===== src/rtl/backslash_escape_decoder_macros.svh =====
// ----------------------------------------------------------------------------
// Backslash escape decoder assertion macros
// Shared concurrent assertion forms, clocked on clk and quiet during reset.
// ----------------------------------------------------------------------------
`ifndef BACKSLASH_ESCAPE_DECODER_MACROS_SVH
`define BACKSLASH_ESCAPE_DECODER_MACROS_SVH

// same-cycle implication
`define BED_ASSERT_IMP(lbl, ante, cons, msg) \
	lbl: assert property (@(posedge clk) disable iff (!arst_n) (ante) |-> (cons)) \
		else $error(msg);

// next-cycle implication
`define BED_ASSERT_NXT(lbl, ante, cons, msg) \
	lbl: assert property (@(posedge clk) disable iff (!arst_n) (ante) |=> (cons)) \
		else $error(msg);

`endif


===== src/rtl/bed_pkg.sv =====
// ----------------------------------------------------------------------------
// Backslash escape decoder package
// Character codes, decode modes, queue entry layout and decode helpers.
// ----------------------------------------------------------------------------
package bed_pkg;

	localparam logic [7:0] CHR_NUL = 8'h00;
	localparam logic [7:0] CHR_BSL = 8'h5C;
	localparam logic [7:0] CHR_X   = 8'h78;
	localparam logic [7:0] CHR_N   = 8'h6E;
	localparam logic [7:0] CHR_R   = 8'h72;
	localparam logic [7:0] CHR_A   = 8'h61;
	localparam logic [7:0] CHR_T   = 8'h74;
	localparam logic [7:0] CHR_B   = 8'h62;
	localparam logic [7:0] CHR_F   = 8'h66;
	localparam logic [7:0] CHR_V   = 8'h76;

	localparam logic [7:0] CTL_LF  = 8'h0A;
	localparam logic [7:0] CTL_CR  = 8'h0D;
	localparam logic [7:0] CTL_BEL = 8'h07;
	localparam logic [7:0] CTL_HT  = 8'h09;
	localparam logic [7:0] CTL_BS  = 8'h08;
	localparam logic [7:0] CTL_FF  = 8'h0C;
	localparam logic [7:0] CTL_VT  = 8'h0B;

	localparam logic [15:0] MAX_OUT_RST = 16'hFFFF;

	typedef enum logic [3:0] {
		MODE_NORMAL = 4'b0001,
		MODE_ESCAPE = 4'b0010,
		MODE_HEX0   = 4'b0100,
		MODE_HEX1   = 4'b1000
	} mode_t;

	// up to two operations per input byte: an optional leading byte, then
	// an optional byte or end record
	typedef struct packed {
		logic       first_vld;
		logic [7:0] first_byte;
		logic       second_vld;
		logic       second_end;
		logic [7:0] second_byte;
	} entry_t;

	typedef struct packed {
		logic       push;
		entry_t     ent;
	} push_t;

	typedef struct packed {
		logic       vld;
		logic [3:0] val;
	} hex_t;

	function automatic hex_t hex_decode(input logic [7:0] b);
		hex_t       h;
		logic [7:0] d;
		h = '0;
		d = '0;
		if (b >= 8'h30 && b <= 8'h39) begin
			d = b - 8'h30;
			h.vld = 1'b1;
		end else if (b >= 8'h61 && b <= 8'h66) begin
			d = b - 8'h57;
			h.vld = 1'b1;
		end else if (b >= 8'h41 && b <= 8'h46) begin
			d = b - 8'h37;
			h.vld = 1'b1;
		end
		h.val = d[3:0];
		return h;
	endfunction

	function automatic logic [7:0] escape_code(input logic [7:0] b);
		logic [7:0] c;
		unique case (b)
			CHR_N:   c = CTL_LF;
			CHR_R:   c = CTL_CR;
			CHR_A:   c = CTL_BEL;
			CHR_T:   c = CTL_HT;
			CHR_B:   c = CTL_BS;
			CHR_F:   c = CTL_FF;
			CHR_V:   c = CTL_VT;
			default: c = b;
		endcase
		return c;
	endfunction

endpackage


===== src/rtl/bed_front.sv =====
// ----------------------------------------------------------------------------
// Backslash escape decoder front end
// Accepts input bytes, tracks the escape mode and pushes decode operations.
// ----------------------------------------------------------------------------
module bed_front (
	input  logic               clk,
	input  logic               arst_n,
	input  logic               in_valid,
	output logic               in_stall,
	input  logic [7:0]         in_byte,
	input  logic               q_full,
	output bed_pkg::push_t     q_push
);

	bed_pkg::mode_t  mode_q, mode_d;
	logic [3:0]      nib_q, nib_d;
	bed_pkg::hex_t   hex;
	bed_pkg::entry_t ent;
	bed_pkg::mode_t  pl_mode;
	logic            pl_vld;
	logic            pl_end;
	logic            acc;

	assign in_stall = q_full;
	assign acc      = in_valid && !q_full;
	assign hex      = bed_pkg::hex_decode(in_byte);

	// byte handled as ordinary text
	always_comb begin
		pl_mode = bed_pkg::MODE_NORMAL;
		pl_vld  = 1'b1;
		pl_end  = 1'b0;
		if (in_byte == bed_pkg::CHR_NUL) begin
			pl_end = 1'b1;
		end else if (in_byte == bed_pkg::CHR_BSL) begin
			pl_mode = bed_pkg::MODE_ESCAPE;
			pl_vld  = 1'b0;
		end
	end

	always_comb begin
		ent    = '0;
		mode_d = mode_q;
		nib_d  = nib_q;
		unique case (mode_q)
			bed_pkg::MODE_NORMAL: begin
				mode_d          = pl_mode;
				ent.second_vld  = pl_vld;
				ent.second_end  = pl_end;
				ent.second_byte = in_byte;
			end
			bed_pkg::MODE_ESCAPE: begin
				if (in_byte == bed_pkg::CHR_NUL) begin
					mode_d         = bed_pkg::MODE_NORMAL;
					ent.second_vld = 1'b1;
					ent.second_end = 1'b1;
				end else if (in_byte == bed_pkg::CHR_X) begin
					mode_d = bed_pkg::MODE_HEX0;
				end else begin
					mode_d          = bed_pkg::MODE_NORMAL;
					ent.second_vld  = 1'b1;
					ent.second_byte = bed_pkg::escape_code(in_byte);
				end
			end
			bed_pkg::MODE_HEX0: begin
				if (hex.vld) begin
					nib_d  = hex.val;
					mode_d = bed_pkg::MODE_HEX1;
				end else begin
					ent.first_vld   = 1'b1;
					ent.first_byte  = bed_pkg::CHR_X;
					mode_d          = pl_mode;
					ent.second_vld  = pl_vld;
					ent.second_end  = pl_end;
					ent.second_byte = in_byte;
				end
			end
			bed_pkg::MODE_HEX1: begin
				nib_d = '0;
				if (hex.vld) begin
					mode_d          = bed_pkg::MODE_NORMAL;
					ent.second_vld  = 1'b1;
					ent.second_byte = {nib_q, hex.val};
				end else begin
					ent.first_vld   = 1'b1;
					ent.first_byte  = {4'h0, nib_q};
					mode_d          = pl_mode;
					ent.second_vld  = pl_vld;
					ent.second_end  = pl_end;
					ent.second_byte = in_byte;
				end
			end
			default: begin
				mode_d = bed_pkg::MODE_NORMAL;
				nib_d  = '0;
			end
		endcase
		if (ent.second_end) begin
			ent.second_byte = '0;
		end
	end

	assign q_push.push = acc && (ent.first_vld || ent.second_vld);
	assign q_push.ent  = ent;

	always_ff @(posedge clk or negedge arst_n) begin
		if (!arst_n) begin
			mode_q <= bed_pkg::MODE_NORMAL;
			nib_q  <= '0;
		end else if (acc) begin
			mode_q <= mode_d;
			nib_q  <= nib_d;
		end
	end

endmodule


===== src/rtl/bed_fifo.sv =====
// ----------------------------------------------------------------------------
// Backslash escape decoder operation queue
// Two-entry queue between the front end and the back end.
// ----------------------------------------------------------------------------
module bed_fifo (
	input  logic               clk,
	input  logic               arst_n,
	input  bed_pkg::push_t     q_push,
	output logic               q_full,
	input  logic               pop,
	output logic               head_vld,
	output bed_pkg::entry_t    head
);

	bed_pkg::entry_t mem_q [2];
	logic            wr_ptr_q;
	logic            rd_ptr_q;
	logic [1:0]      cnt_q;

	assign q_full   = (cnt_q == 2'd2);
	assign head_vld = (cnt_q != 2'd0);
	assign head     = mem_q[rd_ptr_q];

	always_ff @(posedge clk) begin
		if (q_push.push) begin
			mem_q[wr_ptr_q] <= q_push.ent;
		end
	end

	always_ff @(posedge clk or negedge arst_n) begin
		if (!arst_n) begin
			wr_ptr_q <= 1'b0;
			rd_ptr_q <= 1'b0;
			cnt_q    <= '0;
		end else begin
			if (q_push.push) begin
				wr_ptr_q <= !wr_ptr_q;
			end
			if (pop) begin
				rd_ptr_q <= !rd_ptr_q;
			end
			case ({q_push.push, pop})
				2'b10:   cnt_q <= cnt_q + 2'd1;
				2'b01:   cnt_q <= cnt_q - 2'd1;
				default: cnt_q <= cnt_q;
			endcase
		end
	end

endmodule


===== src/rtl/bed_back.sv =====
// ----------------------------------------------------------------------------
// Backslash escape decoder back end
// Applies the output limit, counts bytes and drives the output register.
// ----------------------------------------------------------------------------
module bed_back (
	input  logic               clk,
	input  logic               arst_n,
	input  logic               cfg_valid,
	input  logic [15:0]        cfg_data,
	input  logic               head_vld,
	input  bed_pkg::entry_t    head,
	output logic               pop,
	output logic               out_valid,
	input  logic               out_stall,
	output logic               is_end,
	output logic [7:0]         out_byte,
	output logic [15:0]        byte_count
);

	`include "backslash_escape_decoder_macros.svh"

	logic [15:0] max_q;
	logic [15:0] cnt_q;
	logic        phase_q;
	logic        out_vld_q;
	logic        out_end_q;
	logic [7:0]  out_byte_q;
	logic [15:0] out_cnt_q;

	logic        use_first;
	logic        op_end;
	logic [7:0]  op_byte;
	logic        op_last;
	logic        out_free;
	logic        drop;
	logic        op_go;
	logic [15:0] cnt_inc;

	assign use_first = head.first_vld && !phase_q;
	assign op_end    = use_first ? 1'b0 : head.second_end;
	assign op_byte   = use_first ? head.first_byte : head.second_byte;
	assign op_last   = !(use_first && head.second_vld);
	assign out_free  = !out_vld_q || !out_stall;
	assign drop      = !op_end && (cnt_q >= max_q);
	assign op_go     = head_vld && (drop || out_free);
	assign pop       = op_go && op_last;
	assign cnt_inc   = cnt_q + 16'd1;

	always_ff @(posedge clk or negedge arst_n) begin
		if (!arst_n) begin
			max_q <= bed_pkg::MAX_OUT_RST;
		end else if (cfg_valid) begin
			max_q <= cfg_data;
		end
	end

	always_ff @(posedge clk or negedge arst_n) begin
		if (!arst_n) begin
			cnt_q     <= '0;
			phase_q   <= 1'b0;
			out_vld_q <= 1'b0;
		end else begin
			if (op_go) begin
				phase_q <= !op_last;
				if (op_end) begin
					cnt_q <= '0;
				end else if (!drop) begin
					cnt_q <= cnt_inc;
				end
			end
			if (out_free) begin
				out_vld_q <= op_go && !drop;
			end
		end
	end

	always_ff @(posedge clk) begin
		if (out_free && op_go && !drop) begin
			out_end_q  <= op_end;
			out_byte_q <= op_end ? 8'h00 : op_byte;
			out_cnt_q  <= op_end ? cnt_q : cnt_inc;
		end
	end

	assign out_valid  = out_vld_q;
	assign is_end     = out_end_q;
	assign out_byte   = out_byte_q;
	assign byte_count = out_cnt_q;

	`BED_ASSERT_IMP(a_byte_cnt_nz, out_vld_q && !out_end_q, out_cnt_q != 16'd0,
		"decoded byte beat with zero count")
	`BED_ASSERT_IMP(a_end_byte_zero, out_vld_q && out_end_q, out_byte_q == 8'h00,
		"end record with nonzero byte")
	`BED_ASSERT_IMP(a_phase_head, phase_q, head_vld,
		"second operation pending with empty queue")
	`BED_ASSERT_NXT(a_end_clears_cnt, op_go && op_end, cnt_q == 16'd0,
		"count not cleared after end record")

endmodule


===== src/rtl/backslash_escape_decoder.sv =====
// ----------------------------------------------------------------------------
// Backslash escape decoder
// Decodes C-style backslash escapes in a byte stream, one string per NUL.
// ----------------------------------------------------------------------------
// Input bytes are taken one per cycle while in_stall is low; escape state is
// kept in the front end, and each byte that yields output pushes one entry
// into a two-entry queue. The back end drains one operation per cycle into
// the output register while out_stall is low, and a byte that yields two
// results (a flushed "\x" or single hex digit followed by another byte or
// the end record) holds the back end until both operations are done. Each
// decoded byte beat carries its running count; the NUL byte produces an end
// record with the string total. Bytes past the configured limit are dropped
// without a beat. The configuration register is always ready and takes
// effect on the operations that the back end handles after the write.
module backslash_escape_decoder (
	input  logic        clk,
	input  logic        arst_n,
	input  logic        in_valid,
	output logic        in_stall,
	input  logic [7:0]  in_byte,
	input  logic        cfg_valid,
	output logic        cfg_ready,
	input  logic [15:0] cfg_data,
	output logic        out_valid,
	input  logic        out_stall,
	output logic        is_end,
	output logic [7:0]  out_byte,
	output logic [15:0] byte_count
);

	bed_pkg::push_t  q_push;
	bed_pkg::entry_t head;
	logic            q_full;
	logic            head_vld;
	logic            pop;
	logic            cfg_wr;

	assign cfg_ready = 1'b1;
	assign cfg_wr    = cfg_valid && cfg_ready;

	bed_front u_front (
		.clk      (clk),
		.arst_n   (arst_n),
		.in_valid (in_valid),
		.in_stall (in_stall),
		.in_byte  (in_byte),
		.q_full   (q_full),
		.q_push   (q_push)
	);

	bed_fifo u_fifo (
		.clk      (clk),
		.arst_n   (arst_n),
		.q_push   (q_push),
		.q_full   (q_full),
		.pop      (pop),
		.head_vld (head_vld),
		.head     (head)
	);

	bed_back u_back (
		.clk        (clk),
		.arst_n     (arst_n),
		.cfg_valid  (cfg_wr),
		.cfg_data   (cfg_data),
		.head_vld   (head_vld),
		.head       (head),
		.pop        (pop),
		.out_valid  (out_valid),
		.out_stall  (out_stall),
		.is_end     (is_end),
		.out_byte   (out_byte),
		.byte_count (byte_count)
	);

endmodule

===== config.mk =====
export PLATFORM = sky130hd
export DESIGN_NAME = backslash_escape_decoder
export DESIGN_NICKNAME = d
export VERILOG_FILES = /design/src/rtl/bed_pkg.sv /design/src/rtl/bed_front.sv /design/src/rtl/bed_fifo.sv /design/src/rtl/bed_back.sv /design/src/rtl/backslash_escape_decoder.sv
export VERILOG_INCLUDE_DIRS = /design/src /design/src/rtl
export SDC_FILE = /design/constraint.sdc
export NUM_CORES = 1
export LEC_CHECK = 0
export ABC_AREA = 1
export BUFFER_PORTS_ARGS = -buffer_cell sky130_fd_sc_hd__buf_4
export CAP_MARGIN = 20
export CORE_ASPECT_RATIO = 1.5
export CORE_MARGIN = 2
export CORE_UTILIZATION = 30
export DETAILED_ROUTE_END_ITERATION = 7
export PLACE_DENSITY = 0.52
export SLEW_MARGIN = 0
export SYNTH_ARGS = -nofsm -noshare
export SYNTH_HDL_FRONTEND = slang
export SYNTH_HIERARCHICAL = 1
export SYNTH_SLANG_ARGS = --single-unit
export TNS_END_PERCENT = 5

===== constraint.sdc =====
create_clock -name clk -period 4.5 [get_ports clk]
set_input_delay 0.9 -clock clk [delete_from_list [all_inputs] [get_ports clk]]
set_output_delay 0.9 -clock clk [all_outputs]
set_load 0.01 [all_outputs]

== Yosys cells after proc, flatten, opt, wreduce, memory -nomap -nowiden ==
Memories as Yosys holds them, arrays and structs flattened.
Index checks and enable logic that the tools add are counted.

* Register bits: 71
* Latch bits: 0
* Memory bits (writable): 38
* Memory bits (read-only): 0
* Bits of input ports: 29
* Output and inout port bits: 28
* Word-level logic and storage cells: 115
* Memories kept: 1

* Add/subtract/negate cells: 6
* Multiply operators: 0
* Div/mod/pow operators: 0
* Order comparisons: 7
* Equality and inequality tests: 18
* Shifts and indexed selects: 0
* Mux-type cells: 39
* Bitwise logic cells: 1
* Reduce and logical (&&, ||, !) cells: 31

{| class="wikitable"
|+ Memories
! name !! words !! bits a word !! rd ports !! clocked after memory_dff !! write ports !! line !! source
|-
| u_fifo.mem_q || 2 || 19 || 1 || 0 || 1 || bed_fifo.sv:15 || <nowiki>bed_pkg::entry_t mem_q [2];</nowiki>
|}

{| class="wikitable"
|+ Operators by type and width
! kind !! count
|-
| $eq A8 B7 Y1 const B || 9
|-
| $pmux W8 S7 || 1
|-
| $mux W16 || 3
|-
| $mux W8 || 5
|-
| $pmux W10 S4 || 1
|-
| $mux W4 || 8
|-
| $mux W19 || 1
|-
| $pmux W9 S2 || 1
|-
| $add A16 B1 Y16 const B || 1
|-
| $ge A16 B16 Y1 || 1
|-
| $ge A8 B7 Y1 const B || 2
|-
| $le A8 B7 Y1 const B || 2
|-
| $pmux W4 S4 || 1
|-
| $logic_and A1 B1 Y1 || 13
|-
| $mux W1 || 13
|-
| $logic_not A1 Y1 || 9
|-
| $mux W9 || 1
|-
| $ge A8 B6 Y1 const B || 1
|-
| $le A8 B6 Y1 const B || 1
|-
| $logic_not A8 Y1 || 1
|-
| $pmux W4 S2 || 1
|-
| $sub A4 B3 Y4 const B || 2
|-
| $eq A2 B2 Y1 const B || 2
|-
| $eq A4 B1 Y1 const B || 1
|-
| other kinds (17) || 21
|}

== Longest topological paths before layout ==
* Word-level depth: 11
* Mapped depth: 19
* Mapped depth without buffers: 19

== By module ==
The synthesis kept the hierarchy.

{| class="wikitable"
|+ By module, submodules not included
! module !! times used !! cells an instance !! area each (um^2) !! seq. area each (um^2)
|-
| bed_back || 1 || 345 || 3104.2 || 1621.6
|-
| bed_fifo || 1 || 123 || 1682.9 || 1241.2
|-
| bed_front || 1 || 200 || 1196.1 || 201.4
|-
| backslash_escape_decoder || 1 || 2 || 11.3 || 0.0
|}

== Worst setup path after synthesis ==
Ideal clock, no wire load.

* Path kind: input -> register
* From: input port in_byte[0]
* To: memory u_fifo/mem_q[0][0] (netlist name) (enable)
* Arrival: 2943 ps
* Required time: 4105 ps
* Slack: 1162 ps
* Stages: 13
* Path buffers: 0
* Cell sequence: inv_1 > ha_1 > inv_1 > nand3_1 > nand3_4 > nand2_4 > nor2_4 > o21ai_4 > nand3_1 > nand2_1 > inv_1 > inv_1 > nor2_1

{| class="wikitable"
|+ RTL lines
! item !! line !! source
|-
| from (decl) || backslash_escape_decoder.sv:20 || <nowiki>input logic [7:0] in_byte,</nowiki>
|-
| to (decl) || bed_fifo.sv:15 ||
|}

==> metrics.md <==
| Metric | Value |
|---|---|
| GRT Residual Overflow | 0 |
| Layout area overhead | 16.2% |
| Min Clock Period, post-route | 2.97 ns |
| Switching part of the total | 0.367 |
| Max-slew violations | 0 |
| Inserted Clock Buffers | 9 |
| I/O Pins | 57 |
| Die height | 177 um |
| Metal-1 WL | 5030 um |
| Max FO, Critical Path | 19 |
| Met3 WL | 346 um |
| R2R depth | 12 |
| Worst-path clk slew | 0.08 ns |
| Layout Nets | between 700 and 800 |
| Critical path arrival | ~3.0 ns |
| NetSw | 0.00133 W |
| Core ar. | 19,700 um2 |
| DRC violations left | 0 |
| CTS resizes | 0 |
| Worst hold path depth | 2 |
| ANT nets after route | 0 |
| Cells after Synth | 670 |
| Pwr Density | ~520 nW/um2 |
| Final period util | 0.659 |
| GPL Wtd Cong | 0.861 |
| Worst-Skew Late Latency | around 0.36 ns |
| Post-DR wirelength/cell | between 10 and 15 um |
| Clock tree sinks | about 110 |
| Met2 Wirelength | about 7400 um |
| Final setup viols | 0 |
| First-pass GRT wire length | about 21,000 um |
| Initial antenna violation count | 0 |
| Setup TNS | 0 ns |
| Filler cells | around 2,100 |
| Critical path type | input port to flip-flop |
| Final hold violations | 0 |
| Most frequent cells in the layout | nand2_1 (155), inv_1 (111), o21ai_0 (70) |
| H-tree depth | 3 |
| Status | completed |
| Hpwl dp | approximately 10000 um |
| Mapped Area | 5990 um2 |
| Max Freq | between 300 and 400 MHz |
| DRT Pass-1 Iters | 7 |
| Register area share after synthesis | 0.511 |
| Vias/cell | 4.44 |
| Chip Width | approximately 120 um |
| Initial DRC count | about 270 |
| Ratio of cells with drive above 1 in the final layout | 0.207 |
| CTS tree | done |
| Vias in the first global route | about 4,200 |
| Placed insts | approximately 970 |
| Data required, critical path | approximately 4.5 ns |
| Post-Syn Nets | just over 700 |
| Clock power frac | 0.232 |
| Hold crit path type | flip-flop to flip-flop |
| Startpoint types | input port |
| Relative slew slack | 0.498 |
| # hold bufs at CTS | 0 |
| Clk root buf | clkbuf_16 |
| ANT cells | 0 |
| GRT Resource Usage Total | 0.131 |
| Die area | roughly 21,000 um2 |
| Finished Layout Cells | about 990 |
| Gate power share | 0.346 |
| Seq pwr share | 0.423 |
| Count of warnings emitted by yosys | 6 |
| RSZ-0062 raised after global routing | no |
| Maximum vdd drop | just over 0.2 mV |
| Row Count | between 60 and 70 |
| Netlist cell types | 40 |
| Measured slew at the worst slew-check pin | around 0.75 ns |
| Max-Cap Viols | 0 |
| Final Instance Area | between 6000 and 7000 um2 |
| P_leak | between 3 and 4 nW |
| #FFs+latches synth | ~110 |
| Number of post-CTS setup repair buffers | 0 |
| Max layer used | met4 |
| Pin count of the biggest net entering global routing | 47 |
| Avg Cell Area, Syn | around 8.9 um2 |
| Clock tree buffer depth | 2 |
| Via count of the routed design | between 4,000 and 5,000 |
| Starting density of the core | 0.304 |
| Int Pwr | 0.00229 W |
| Placed cell area | around 6600 um2 |
| Crit. End Element | flip-flop |
| Commonest non-fill, non-tap cell in the layout | nand2_1 |
| IO Port Bufs | 55 |
| Clock Skew | about 0.011 ns |
| Wirelength, routed | ~13,000 um |
## flip-flops by register name (all words and copies together), names as in the netlist, 2 cells and up
signal / cells
u_back/max_q: 16
u_back/out_byte: 8
u_front/mode_q: 4
u_back/byte_count: 16
u_back/cnt_q: 16
u_fifo/mem_q: 38
u_front/nib_q: 4
u_fifo/cnt_q: 2
## layer usage
metal	GRT usage	vias up
li1	-	2275
met1	0.135	2015
met2	0.254	70
met3	0.0255	15
met4	0.0534	0
met5	0	-
## Yosys cell counts, drive strengths merged
master,instances,area (um2)
a21o,1,8.76
a21oi,19,95.1
a41oi,1,8.76
buf,15,120
clkbuf,5,22.5
conb,2,7.51
dfrtp,29,726
dfstp,17,447
edfxtp,63,1890
ha,23,288
inv,116,435
mux2,1,11.3
nand2,172,703
nand3,39,245
nand4,8,50.1
nor2,39,204
nor3,8,56.3
o211ai,1,7.51
o21a,1,7.51
o21ai,93,529
o21bai,9,67.6
o22ai,3,18.8
xnor2,1,8.76
xor2,4,35.0
## cell type report
class,count,area [um2],share of cell area
clock inverters,7,93.8,0.0135
well taps,260,325,0.0467
flip-flops and latches,109,3060,0.440
repair buffers,60,470,0.0675
inverters,116,435,0.0625
multi-input cells,425,2350,0.338
clock buffers,9,225,0.0323
## metrics by stage
step	util	worst slack [ns]	hold slack, ns	total power [W]
final	0.354	1.53	0.475	0.00363
after global routing	0.354	1.28	0.509	0.00390
after CTS	0.352	1.53	0.481	0.00367
after detailed placement	0.336	1.13	0.461	0.00282
after global placement	0.336	1.18	0.461	0.00280
after floorplan	-	1.16	0.442	0.00240
## critical path, stage by stage
cell     delay, ns
buf_4         0.11
inv_1         0.09
ha_1          0.27
inv_1         0.12
nand3_1       0.15
nand3_4       0.15
nand2_4       0.09
nor2_4        0.18
o21ai_4       0.08
nand3_1       0.07
nand2_1       0.05
inv_1         0.09
nand2_1       0.06
inv_1         0.55
## power by group through the flow
| stage | sequential, W | combinational (W) | clock, W |
|---|---|---|---|
| 6_report | 0.00153 | 0.00125 | 0.000840 |
| 4_1_cts | 0.00154 | 0.00126 | 0.000871 |
| 2_1_floorplan | 0.00159 | 0.000817 | 0 |
| 3_3_place_gp | 0.00156 | 0.00124 | 0 |
| 3_5_place_dp | 0.00156 | 0.00125 | 0 |
| 5_1_grt | 0.00156 | 0.00143 | 0.000903 |
## final timing paths
path	startpoint	to	slack [ns]
worst max-delay path	in_byte[0]	u_fifo/mem_q[1][8]	1.53
worst min-delay path	u_fifo/cnt_q[1]	u_fifo/cnt_q[1]	0.48
worst max register to register	u_fifo/rd_ptr_q	u_fifo/cnt_q[1]	1.91
worst min register to register	u_fifo/cnt_q[1]	u_fifo/cnt_q[1]	0.48
max in group asynchronous	arst_n	u_back/out_valid	3.48
min in group asynchronous	arst_n	u_back/cnt_q[1]	0.56
## kinds of logic (layout without fill, tap and decap cells)
group / Yosys count / count (layout) / synth area share
adders and majority gates: 23 / 23 / 0.0480
AOI/OAI and AO/OA: 128 / 128 / 0.124
DFF: 109 / 109 / 0.511
xor gates and xnor gates: 5 / 5 / 0.00731
and+or+nand+nor: 266 / 266 / 0.210
muxes: 1 / 1 / 0.00188
buffers and inverters: 136 / 192 / 0.0964
other: 2 / 2 / 0.00125
Power figures use the tool's default switching activity.
